### config.mk
export PLATFORM = sky130hd
export DESIGN_NAME = url_percent_escape
export DESIGN_NICKNAME = d
export VERILOG_FILES = /design/src/design/upe_pkg.sv /design/src/design/upe_encode.sv /design/src/design/upe_emit.sv /design/src/design/url_percent_escape.sv
export SDC_FILE = /design/constraint.sdc
export NUM_CORES = 1
export LEC_CHECK = 0
export BUFFER_PORTS_ARGS = -buffer_cell sky130_fd_sc_hd__buf_2
export CORE_ASPECT_RATIO = 0.8
export CORE_MARGIN = 4
export CORE_UTILIZATION = 35
export DETAILED_ROUTE_END_ITERATION = 6
export GPL_ROUTABILITY_DRIVEN = 1
export PLACE_DENSITY = 0.56
export RECOVER_POWER = 50
export REMOVE_ABC_BUFFERS = 1
export SYNTH_ARGS = -nofsm -noshare
export SYNTH_HDL_FRONTEND = slang
export SYNTH_HIERARCHICAL = 1
export SYNTH_SLANG_ARGS = --single-unit
### constraint.sdc
create_clock -name clk -period 5.75 [get_ports clk]
set_clock_uncertainty 0.2 [all_clocks]
set_input_delay 0.2875 -clock clk [delete_from_list [all_inputs] [get_ports clk]]
set_output_delay 0.2875 -clock clk [all_outputs]
set_load 0.02 [all_outputs]
### src/design/upe_pkg.sv
// upe_pkg: shared types, character constants and helpers for the URL percent-escape block.
// No dependencies; used by upe_encode, upe_emit and url_percent_escape.
package upe_pkg;

    typedef enum logic [1:0] {
        MODE_PATH     = 2'd0,
        MODE_USERINFO = 2'd1,
        MODE_QUERY    = 2'd2,
        MODE_FRAGMENT = 2'd3
    } escape_mode_t;

    localparam logic [7:0] CHAR_PCT   = 8'h25;
    localparam logic [7:0] CHAR_PLUS  = 8'h2B;
    localparam logic [7:0] CHAR_SPACE = 8'h20;
    localparam logic [7:0] CHAR_ZERO  = 8'h30;
    localparam logic [7:0] CHAR_A_UC  = 8'h41;

    // remaining characters of one encoded byte: 0..3
    typedef logic [1:0] char_count_t;

    localparam char_count_t COUNT_NONE   = 2'd0;
    localparam char_count_t COUNT_SINGLE = 2'd1;
    localparam char_count_t COUNT_PAIR   = 2'd2;
    localparam char_count_t COUNT_TRIPLE = 2'd3;

    // one input byte in its encoded form; chars[0] goes out first
    typedef struct packed {
        logic [2:0][7:0] chars;
        char_count_t     count;
        logic            escaped;
        logic            flag;
    } encoded_t;

    function automatic logic [7:0] hex_digit(input logic [3:0] nib);
        logic [7:0] result;
        if (nib < 4'd10)
        begin
            result = CHAR_ZERO + {4'b0000, nib};
        end
        else
        begin
            result = CHAR_A_UC + {4'b0000, nib} - 8'd10;
        end
        return result;
    endfunction

endpackage

### src/design/upe_encode.sv
// upe_encode: classifies one byte against the escape mode and forms its 1 or 3 output chars.
// Combinational only; depends on upe_pkg.
module upe_encode (
    input  logic [7:0]             byte_in,
    input  upe_pkg::escape_mode_t  mode,
    input  logic                   seen,
    output upe_pkg::encoded_t      enc
);

    logic is_alnum;
    logic is_mark;
    logic is_reserved;
    logic res_escape;
    logic needs_escape;

    always_comb
    begin
        is_alnum = (byte_in >= 8'h41 && byte_in <= 8'h5A)
                || (byte_in >= 8'h61 && byte_in <= 8'h7A)
                || (byte_in >= 8'h30 && byte_in <= 8'h39);
        // - _ . ~
        is_mark = (byte_in == 8'h2D) || (byte_in == 8'h5F)
               || (byte_in == 8'h2E) || (byte_in == 8'h7E);
        // $ & + , / : ; = ? @
        is_reserved = (byte_in == 8'h24) || (byte_in == 8'h26) || (byte_in == 8'h2B)
                   || (byte_in == 8'h2C) || (byte_in == 8'h2F) || (byte_in == 8'h3A)
                   || (byte_in == 8'h3B) || (byte_in == 8'h3D) || (byte_in == 8'h3F)
                   || (byte_in == 8'h40);

        unique case (mode)
            upe_pkg::MODE_PATH:     res_escape = (byte_in == 8'h3F);
            upe_pkg::MODE_USERINFO: res_escape = (byte_in == 8'h40) || (byte_in == 8'h2F)
                                              || (byte_in == 8'h3A);
            upe_pkg::MODE_QUERY:    res_escape = 1'b1;
            upe_pkg::MODE_FRAGMENT: res_escape = 1'b0;
            default:                res_escape = 1'b0;
        endcase

        priority if (is_alnum || is_mark)
        begin
            needs_escape = 1'b0;
        end
        else if (is_reserved)
        begin
            needs_escape = res_escape;
        end
        else
        begin
            needs_escape = 1'b1;
        end

        enc.escaped = needs_escape;
        priority if (!needs_escape)
        begin
            enc.chars = {8'h00, 8'h00, byte_in};
            enc.count = upe_pkg::COUNT_SINGLE;
            enc.flag  = seen;
        end
        else if (byte_in == upe_pkg::CHAR_SPACE && mode == upe_pkg::MODE_QUERY)
        begin
            enc.chars = {8'h00, 8'h00, upe_pkg::CHAR_PLUS};
            enc.count = upe_pkg::COUNT_SINGLE;
            enc.flag  = 1'b1;
        end
        else
        begin
            enc.chars = {upe_pkg::hex_digit(byte_in[3:0]),
                         upe_pkg::hex_digit(byte_in[7:4]),
                         upe_pkg::CHAR_PCT};
            enc.count = upe_pkg::COUNT_TRIPLE;
            enc.flag  = 1'b1;
        end
    end

endmodule

### src/design/upe_emit.sv
// upe_emit: result register that holds one encoded byte and shifts its chars out one per beat.
// Depends on upe_pkg.
module upe_emit (
    input  logic              clk,
    input  logic              rst_n,
    input  logic              load,
    input  upe_pkg::encoded_t enc,
    input  logic              last_in,
    input  logic              out_stall,
    output logic              can_load,
    output logic              out_valid,
    output logic [7:0]        out_char,
    output logic              out_last,
    output logic              any_escaped
);

    upe_pkg::char_count_t count_reg, count_next;
    logic [2:0][7:0]      chars_reg, chars_next;
    logic                 last_reg, last_next;
    logic                 flag_reg, flag_next;
    logic                 beat;

    assign beat     = (count_reg != upe_pkg::COUNT_NONE) && !out_stall;
    // take a new byte when empty or when the final char leaves this cycle
    assign can_load = (count_reg == upe_pkg::COUNT_NONE)
                   || (count_reg == upe_pkg::COUNT_SINGLE && !out_stall);

    always_comb
    begin
        count_next = count_reg;
        chars_next = chars_reg;
        last_next  = last_reg;
        flag_next  = flag_reg;
        priority if (load)
        begin
            count_next = enc.count;
            chars_next = enc.chars;
            last_next  = last_in;
            flag_next  = enc.flag;
        end
        else if (beat)
        begin
            count_next = count_reg - 2'd1;
            chars_next = {8'h00, chars_reg[2], chars_reg[1]};
        end
    end

    always_ff @(posedge clk or negedge rst_n)
    begin
        if (!rst_n)
        begin
            count_reg <= upe_pkg::COUNT_NONE;
        end
        else
        begin
            count_reg <= count_next;
        end
    end

    always_ff @(posedge clk)
    begin
        chars_reg <= chars_next;
        last_reg  <= last_next;
        flag_reg  <= flag_next;
    end

    assign out_valid   = (count_reg != upe_pkg::COUNT_NONE);
    assign out_char    = chars_reg[0];
    assign out_last    = last_reg && (count_reg == upe_pkg::COUNT_SINGLE);
    assign any_escaped = flag_reg;

    // a pair follows the percent beat of a triple, or is held under stall
    a_pair_from_triple: assert property (@(posedge clk) disable iff (!rst_n)
        count_reg == upe_pkg::COUNT_PAIR |->
            ($past(count_reg) == upe_pkg::COUNT_TRIPLE
             || $past(count_reg) == upe_pkg::COUNT_PAIR))
        else $error("emit count reached two without a triple");

    a_load_when_free: assert property (@(posedge clk) disable iff (!rst_n)
        load |-> (count_reg == upe_pkg::COUNT_NONE || count_reg == upe_pkg::COUNT_SINGLE))
        else $error("emit loaded over pending chars");

    a_triple_starts_pct: assert property (@(posedge clk) disable iff (!rst_n)
        count_reg == upe_pkg::COUNT_TRIPLE |-> chars_reg[0] == upe_pkg::CHAR_PCT && flag_reg)
        else $error("escape sequence does not start with percent");

endmodule

### src/design/url_percent_escape.sv
// url_percent_escape: top level of the URL percent-escape encoder.
// Depends on upe_pkg, upe_encode and upe_emit.
//
//  channel | signals                              | direction
//  --------+--------------------------------------+----------
//  in      | in_valid, in_stall, in_byte, in_last | byte stream in
//  out     | out_valid, out_stall, out_char,      | char stream out
//          | out_last, any_escaped                |
//  cfg     | cfg_we, cfg_wdata                    | escape mode write
//
// A byte waits in the input register until the result register can take it, then its 1 or 3 chars
// leave the result register one per beat: 1 char per unescaped byte or '+', 3 per %XX escape.
// The result channel is the limit; the next byte is encoded while the last char
// of the previous one is shown. Reset clears the valid flags, the sticky escape
// flag and sets path mode. An out stall backs up into in_stall without loss.
module url_percent_escape (
    input  logic       clk,
    input  logic       rst_n,
    input  logic       cfg_we,
    input  logic [1:0] cfg_wdata,
    input  logic       in_valid,
    output logic       in_stall,
    input  logic [7:0] in_byte,
    input  logic       in_last,
    output logic       out_valid,
    input  logic       out_stall,
    output logic [7:0] out_char,
    output logic       out_last,
    output logic       any_escaped
);

    upe_pkg::escape_mode_t mode_reg;
    logic                  seen_reg, seen_next;
    logic                  s1_valid_reg, s1_valid_next;
    logic [7:0]            s1_byte_reg;
    logic                  s1_last_reg;
    logic                  in_beat;
    logic                  s1_take;
    logic                  can_load;
    upe_pkg::encoded_t     enc;

    assign s1_take  = s1_valid_reg && can_load;
    assign in_stall = s1_valid_reg && !can_load;
    assign in_beat  = in_valid && !in_stall;

    upe_encode u_encode (
        .byte_in (s1_byte_reg),
        .mode    (mode_reg),
        .seen    (seen_reg),
        .enc     (enc)
    );

    upe_emit u_emit (
        .clk         (clk),
        .rst_n       (rst_n),
        .load        (s1_take),
        .enc         (enc),
        .last_in     (s1_last_reg),
        .out_stall   (out_stall),
        .can_load    (can_load),
        .out_valid   (out_valid),
        .out_char    (out_char),
        .out_last    (out_last),
        .any_escaped (any_escaped)
    );

    always_comb
    begin
        s1_valid_next = s1_valid_reg;
        seen_next     = seen_reg;
        if (s1_take)
        begin
            s1_valid_next = 1'b0;
            seen_next     = s1_last_reg ? 1'b0 : (seen_reg || enc.escaped);
        end
        if (in_beat)
        begin
            s1_valid_next = 1'b1;
        end
    end

    always_ff @(posedge clk or negedge rst_n)
    begin
        if (!rst_n)
        begin
            mode_reg     <= upe_pkg::MODE_PATH;
            seen_reg     <= 1'b0;
            s1_valid_reg <= 1'b0;
        end
        else
        begin
            if (cfg_we)
            begin
                mode_reg <= upe_pkg::escape_mode_t'(cfg_wdata);
            end
            seen_reg     <= seen_next;
            s1_valid_reg <= s1_valid_next;
        end
    end

    always_ff @(posedge clk)
    begin
        if (in_beat)
        begin
            s1_byte_reg <= in_byte;
            s1_last_reg <= in_last;
        end
    end

    a_s1_held: assert property (@(posedge clk) disable iff (!rst_n)
        s1_valid_reg && !s1_take |=> s1_valid_reg && $stable(s1_byte_reg)
                                     && $stable(s1_last_reg))
        else $error("input register lost a pending byte");

    a_seen_clears: assert property (@(posedge clk) disable iff (!rst_n)
        s1_take && s1_last_reg |=> !seen_reg)
        else $error("sticky escape flag not cleared after last byte");

    a_flag_follows: assert property (@(posedge clk) disable iff (!rst_n)
        s1_take && seen_reg |=> any_escaped)
        else $error("escape flag dropped within a string");

endmodule

==> results of run 1 <==
[placed cells by master (no fill, tap or decap), types with 3 or more instances in the layout]
master,n
sky130_fd_sc_hd__ha_1,11
sky130_fd_sc_hd__nand2_1,13
sky130_fd_sc_hd__dlygate4sd3_1,13
sky130_fd_sc_hd__nor3b_1,3
sky130_fd_sc_hd__dfrtp_1,6
sky130_fd_sc_hd__clkbuf_1,13
sky130_fd_sc_hd__mux2_1,3
sky130_fd_sc_hd__inv_1,14
sky130_fd_sc_hd__nor3_1,10
sky130_fd_sc_hd__clkbuf_8,5
sky130_fd_sc_hd__edfxtp_1,35
sky130_fd_sc_hd__conb_1,4
sky130_fd_sc_hd__and2_1,10
sky130_fd_sc_hd__a21oi_1,10
sky130_fd_sc_hd__nand2b_1,6
sky130_fd_sc_hd__nor2_1,7
sky130_fd_sc_hd__buf_2,14
sky130_fd_sc_hd__mux2_2,17
sky130_fd_sc_hd__o21ai_0,5
[synthesized netlist by cell type (3+ instances only)]
cell and count:
sky130_fd_sc_hd__buf_4 16, sky130_fd_sc_hd__inv_1 14, sky130_fd_sc_hd__o21ai_0 5, sky130_fd_sc_hd__a21oi_1 10, sky130_fd_sc_hd__nor3b_1 3, sky130_fd_sc_hd__mux2_1 3, sky130_fd_sc_hd__ha_1 11, sky130_fd_sc_hd__nor2_1 7
sky130_fd_sc_hd__and2_1 11, sky130_fd_sc_hd__edfxtp_1 35, sky130_fd_sc_hd__mux2_2 17, sky130_fd_sc_hd__nand2b_1 5, sky130_fd_sc_hd__nor3_1 11, sky130_fd_sc_hd__dfrtp_1 6, sky130_fd_sc_hd__nand2_1 13, sky130_fd_sc_hd__buf_2 5
[layer usage]
layer / GRT usage [%] / vias to the layer above / share of wire, %
met5: 0 / - / 0
met4: 4.41 / 0 / 0.78
met3: 3.27 / 4 / 4.1
met2: 17.0 / 30 / 45
met1: 16.7 / 751 / 50
li1: - / 817 / -
[cell type report]
cell class / instances / area, µm²
timing repair buffer: 40 / 249
clock buffer: 5 / 68.8
multi-input combinational: 140 / 1060
clock inverter: 3 / 25.0
inverter: 15 / 56.3
fill: 696 / 4120
tap: 87 / 109
sequential: 41 / 1200
[critical path, cell delays in order (launching register included)]
cell and delay (ps):
sky130_fd_sc_hd__dfrtp_1 370, sky130_fd_sc_hd__inv_1 100, sky130_fd_sc_hd__ha_1 170, sky130_fd_sc_hd__inv_1 40
sky130_fd_sc_hd__o21ai_0 260, sky130_fd_sc_hd__and2_0 1360, sky130_fd_sc_hd__or2_2 670
[repair_timing]
| action | in CTS | in global routing |
|---|---|---|
| endpoints found under the hold margin | 18 | 0 |
| hold buffers | 13 | 0 |
| setup buffers | 0 | 0 |
[final timing paths]
check / start / to / slack [ps] / cells past startpoint
setup / recovery: u_emit/count_reg[1]$_DFFE_PN0P_ / u_emit/chars_reg[11]$_DFFE_PP_ / 2200 / 6
hold / removal: cfg_we / mode_reg[1]$_DFFE_PN0P_ / 40 / 2
setup reg to reg: u_emit/count_reg[1]$_DFFE_PN0P_ / u_emit/chars_reg[11]$_DFFE_PP_ / 2200 / 6
hold reg to reg: s1_last_reg$_DFFE_PP_ / seen_reg$_DFFE_PN0P_ / 250 / 1
max in group asynchronous: rst_n / mode_reg[1]$_DFFE_PN0P_ / 4920 / 2
min in group asynchronous: rst_n / u_emit/count_reg[0]$_DFFE_PN0P_ / 180 / 2
[cell families after synthesis]
group | after synthesis
other cells | 2
buf+inv | 38
flops | 41
mux | 21
simple gates | 69
fa+ha+maj | 11
compound gates | 33
xor+xnor | 2
[power groups by stage]
| stage | combinational [µW] | clock, µW | sequential, µW |
|---|---|---|---|
| finish | 575 | 196 | 574 |
| global placement | 596 | 0 | 581 |
| floorplan | 418 | 0 | 607 |
| detailed placement | 592 | 0 | 582 |
| global route | 648 | 221 | 589 |
| CTS | 605 | 207 | 576 |
[through the flow]
| stage | cell area (µm²) | instances | power (µW) | setup WS [ps] | hold WS, ps |
|---|---|---|---|---|---|
| after floorplan | 2330 | 196 | 1020 | 2580 | -208 |
| after global placement | 2580 | 310 | 1180 | 2390 | -76.9 |
| after detailed placement | 2580 | 310 | 1170 | 2360 | -78.0 |
| after CTS | 2800 | 331 | 1390 | 2340 | 25.3 |
| after global routing | 2770 | 331 | 1460 | 1770 | 28.0 |
| final | 2770 | 331 | 1350 | 2200 | 35.3 |
==> run summary, run 1 <==
result of the run: complete, but fails checks
failing checks: max-capacitance violations, max-slew violations
clock tree root driver cell: sky130_fd_sc_hd__clkbuf_8
Worst-Skew Late Latency: 300 ps
Detailed Place HPWL: 3.06 mm
Initial Utilization: 36.1%
part of the power in combinational logic: 42.8%
Chip Height: 83.4 µm
total number of nets in the final design: 270
worst endpoint data arrival time: 3290 ps
Mapped Avg Cell Area: 11.5 µm²
global-route wire length before repair: 7.91 mm
kind of critical path: reg -> reg
unique cell type count in the Yosys netlist: 51
number of DRC violations after detailed-routing iteration 0: 65
slew of the pin with the lowest slew margin: 1760 ps
simple logic cell fraction of the synthesized area: 16.3%
Vias/cell: 4.84
# rows: 27
summed instance area of the synthesized netlist: 2490 µm²
clock sinks: 41
final number of max-transition violations: 35
peak ir drop on the vdd network: 0.260 mV
endpoint kind of the worst setup timing path: flip-flop
TritonCTS clock tree: done
global route overflow: 0
flop and latch count out of synthesis: 41
Placeable Area: 6890 µm²
type of origin of the critical path: flip-flop
Max-Slew Margin vs Limit: -17.3%
Global Route Usage Sum: 11.8%
XOR/XNOR share of the synthesized area: 0.704%
total via count in the routed design: 1602
critical-path maximum fanout: 34
switching power: 504 µW
fraction of power consumed by the clock network: 14.5%
Total Routed Length: 4.51 mm
maximum achievable frequency: 281 MHz
number of global-route vias before repair: 1646
FFs w/ async S/R, synth: 14.6%
minimum clock period: 3550 ps
internal cell power: 842 µW
multiplexer fraction of the synthesized cell area: 9.45%
Avg WL per Cell: 13.6 µm
area share of the largest cell type after synthesis: 42.2%
final routed DRC violation total: 0
max cap viols: 1
area growth from synthesis to layout: 11.3%
classification of the worst-slack hold path: in -> reg
diode insertion count for antenna repair: 0
die span in x: 102 µm
adder-cell share of the synthesized area: 5.53%
number of clock buffers inserted by TritonCTS: 5
Max Root-Sink Buffers: 2
P_leak: 0.00103 µW
RSZ-0062 raised after global routing: no
total number of H-tree levels: 2
Port Buffer Count: 27
EDFF count, synth: 35
post-synthesis sequential area ratio: 48.3%
final sum of negative setup slack: 0 ps
Reg clk slew, reported paths: 90 ps
number of nets with antenna violations after detailed routing: 0
post-synthesis compound-gate area fraction: 10.4%
total of endpoints with negative setup slack in the final report: 0
Detailed Routing Iterations Pass 1: 4
number of antenna violations at the first check in global routing: 0
final hold violation count: 0
library cell with the largest summed area after synthesis: sky130_fd_sc_hd__edfxtp_1
area of the die: 8530 µm²
IO Count: 28
ratio of cells with drive above 1 in the final layout: 20.1%
fraction of the cycle the final worst path needs: 61.8%
Sw Ratio: 37.4%
core occupancy in the finished layout: 40.2%
number of resized instances in the post-cts repair step: 0
maximum number of pins on one net before global-route repair: 35
number of flip-flops under the largest register name: 16
data required time at the worst endpoint: 5490 ps
cell types with the largest area share after synthesis: sky130_fd_sc_hd__edfxtp_1 (42%), sky130_fd_sc_hd__mux2_2 (7.7%), sky130_fd_sc_hd__dfrtp_1 (6.0%)
instance count of the mapped netlist: 217
register share of total power: 42.7%
GPL Wtd Cong: 0.922
Synth Flop Type: sky130_fd_sc_hd__edfxtp_1
main combinational cell family by area after synthesis: simple AND/OR/NAND/NOR gates
total of warnings raised by yosys: 6
power density over the cells: 486 nW/µm²
Power figures use the tool's default switching activity.
==> run 2, diff against run 1 <==
- PLACE_DENSITY: 0.56 -> 0.58
- clock period: 5.75 -> 3.1 ns (I/O delays scaled with it)
==> run summary, run 2 (synthesis results as in run 1) <==
power density over the cells: 884 nW/µm²
Total Routed Length: 4.97 mm
area growth from synthesis to layout: 19.5%
data required time at the worst endpoint: 2950 ps
maximum achievable frequency: 332 MHz
endpoint kind of the worst setup timing path: flip-flop
setup slack of the most critical reg-to-reg path: 90 ps
total placed instance area: 2680 µm²
number of antenna violations at the first check in global routing: 0
global-route wire length before repair: 8.48 mm
clock tree root driver cell: sky130_fd_sc_hd__clkbuf_8
# rows: 27
die span in x: 102 µm
maximum number of pins on one net before global-route repair: 35
ratio of cells with drive above 1 in the final layout: 28.4%
type of origin of the critical path: flip-flop
leading cell type in the layout, fill and taps excluded: sky130_fd_sc_hd__edfxtp_1
diode insertion count for antenna repair: 0
Max-Slew Margin vs Limit: 55.0%
area of the die: 8530 µm²
tightest hold margin: 264 ps
global route overflow: 0
final hold violation count: 0
peak ir drop on the vdd network: 0.501 mV
Port Buffer Count: 27
total number of nets in the final design: 290
GPL Wtd Cong: 0.859
count of cells along the worst register-to-register path: 9
area used by sequential logic in the layout: 1200 µm²
number of nets with antenna violations after detailed routing: 0
met2 routing resource usage after global routing: 18.8%
total of endpoints with negative setup slack in the final report: 0
Placeable Area: 6890 µm²
final design instance area without fill: 2970 µm²
Global Route Usage Sum: 12.5%
Chip Height: 83.4 µm
final routed DRC violation total: 0
core occupancy in the finished layout: 43.1%
final number of max-transition violations: 0
area occupied by multi-input gates: 1090 µm²
fraction of the cycle the final worst path needs: 97.2%
minimum clock period: 3010 ps
endpoint of the worst setup timing path: u_emit/out_char[1]$_DFFE_PP_
number of DRC violations after detailed-routing iteration 0: 100
capture instance of the worst register-to-register path: u_emit/out_char[1]$_DFFE_PP_
Detailed Place HPWL: 3.48 mm
slew of the pin with the lowest slew margin: 675 ps
result of the run: complete, no violations
worst endpoint data arrival time: 2870 ps
Detailed Routing Iterations Pass 1: 4
Avg WL per Cell: 14.2 µm
Vias/cell: 4.91
number of filler cells placed in the layout: 661
highest-count cells in the layout ignoring fill and taps: sky130_fd_sc_hd__edfxtp_1 (35), sky130_fd_sc_hd__dlygate4sd3_1 (17), sky130_fd_sc_hd__mux2_2 (17), sky130_fd_sc_hd__buf_2 (15), sky130_fd_sc_hd__buf_4 (15)
total number of H-tree levels: 2
RSZ-0062 raised after global routing: yes
highest-utilization routing layer at the global route stage: met2
clock sinks: 41
met1 global-route usage: 18.3%
number of clock buffers inserted by TritonCTS: 5
max cap viols: 0
TritonCTS clock tree: done
Max Root-Sink Buffers: 2
worst setup path start: s1_byte_reg[4]$_DFFE_PP_
met3 track demand over resource: 3.11%
Worst-Skew Late Latency: 300 ps
kind of critical path: reg -> reg
Critical R2R Launch: s1_byte_reg[4]$_DFFE_PP_
critical-path maximum fanout: 8
number of global-route vias before repair: 1706
classification of the worst-slack hold path: reg -> reg
Reg clk slew, reported paths: 90 ps
total via count in the routed design: 1722
P_leak: 0.00114 µW
IO Count: 28
number of flip-flops under the largest register name: 16
Initial Utilization: 36.1%
-- run 2: changes by cell type in the layout (fill, tap and decap cells not counted), sizes merged --
cell	previous run	this run
clkinv	1	0
inv	16	18
clkbuf	18	17
clkinvlp	1	0
buf	14	31
dlygate4sd3	13	17
-- run 2: through the flow --
stage	total power [µW]	setup WS, ps	std cells	TNS [ps]
2_1_floorplan	1900	-74.4	196	-132
3_3_place_gp	2240	-55.0	323	-93.1
3_5_place_dp	2260	-64.0	323	-109
4_1_cts	2690	49.8	350	0
5_1_grt	2830	-9.17	351	-24.5
6_report	2630	85.9	351	0
-- run 2: layer usage --
| layer | up-vias | wire length (µm) |
|---|---|---|
| met2 | 42 | 2280 |
| met3 | 4 | 256 |
| met4 | 0 | 42 |
| li1 | 853 | - |
| met5 | - | 0 |
| met1 | 823 | 2390 |
-- run 2: worst min-delay path by stage --
stage,startpoint,endpoint,depth (start not counted)
final,s1_last_reg$_DFFE_PP_,seen_reg$_DFFE_PN0P_,1
after global routing,s1_last_reg$_DFFE_PP_,seen_reg$_DFFE_PN0P_,1
after CTS,s1_last_reg$_DFFE_PP_,seen_reg$_DFFE_PN0P_,1
after detailed placement,rst_n,u_emit/count_reg[0]$_DFFE_PN0P_,1
after global placement,rst_n,u_emit/count_reg[0]$_DFFE_PN0P_,1
after floorplan,rst_n,mode_reg[0]$_DFFE_PN0P_,0
-- run 2: layout make-up --
class                   instances  area share, %
flip-flops and latches         41           40.4
repair buffers                 60           13.9
multi-input cells             140           36.8
clock buffers                   5           2.31
well taps                      87           3.66
clock inverters                 3          0.968
inverters                      15           1.89
-- run 2: power breakdown --
part / internal, µW / total (µW) / switching (µW) / leakage (µW)
registers: 950 / 1040 / 93.9 / 0.000415
clock network: 170 / 388 / 217 / 0.0000511
logic: 513 / 1200 / 684 / 0.000669
-- run 2: what timing repair did --
action | in CTS | in global routing
gates resized for setup | 1 | 8
hold buffers | 17 | 0
setup buffers | 2 | 1
endpoints found under the hold margin | 20 | 0
pin swaps | 0 | 2
endpoints found under the setup margin | 3 | 13
-- run 2: worst max-delay path: stages, from the launching register on --
cell                       delay [ps]
sky130_fd_sc_hd__edfxtp_1         470
sky130_fd_sc_hd__inv_2            110
sky130_fd_sc_hd__ha_2             210
sky130_fd_sc_hd__or3b_1           380
sky130_fd_sc_hd__a311oi_2         260
sky130_fd_sc_hd__a211oi_2          90
sky130_fd_sc_hd__a211oi_2         210
sky130_fd_sc_hd__or4_4            230
sky130_fd_sc_hd__mux2_2           330
sky130_fd_sc_hd__mux2_2           270
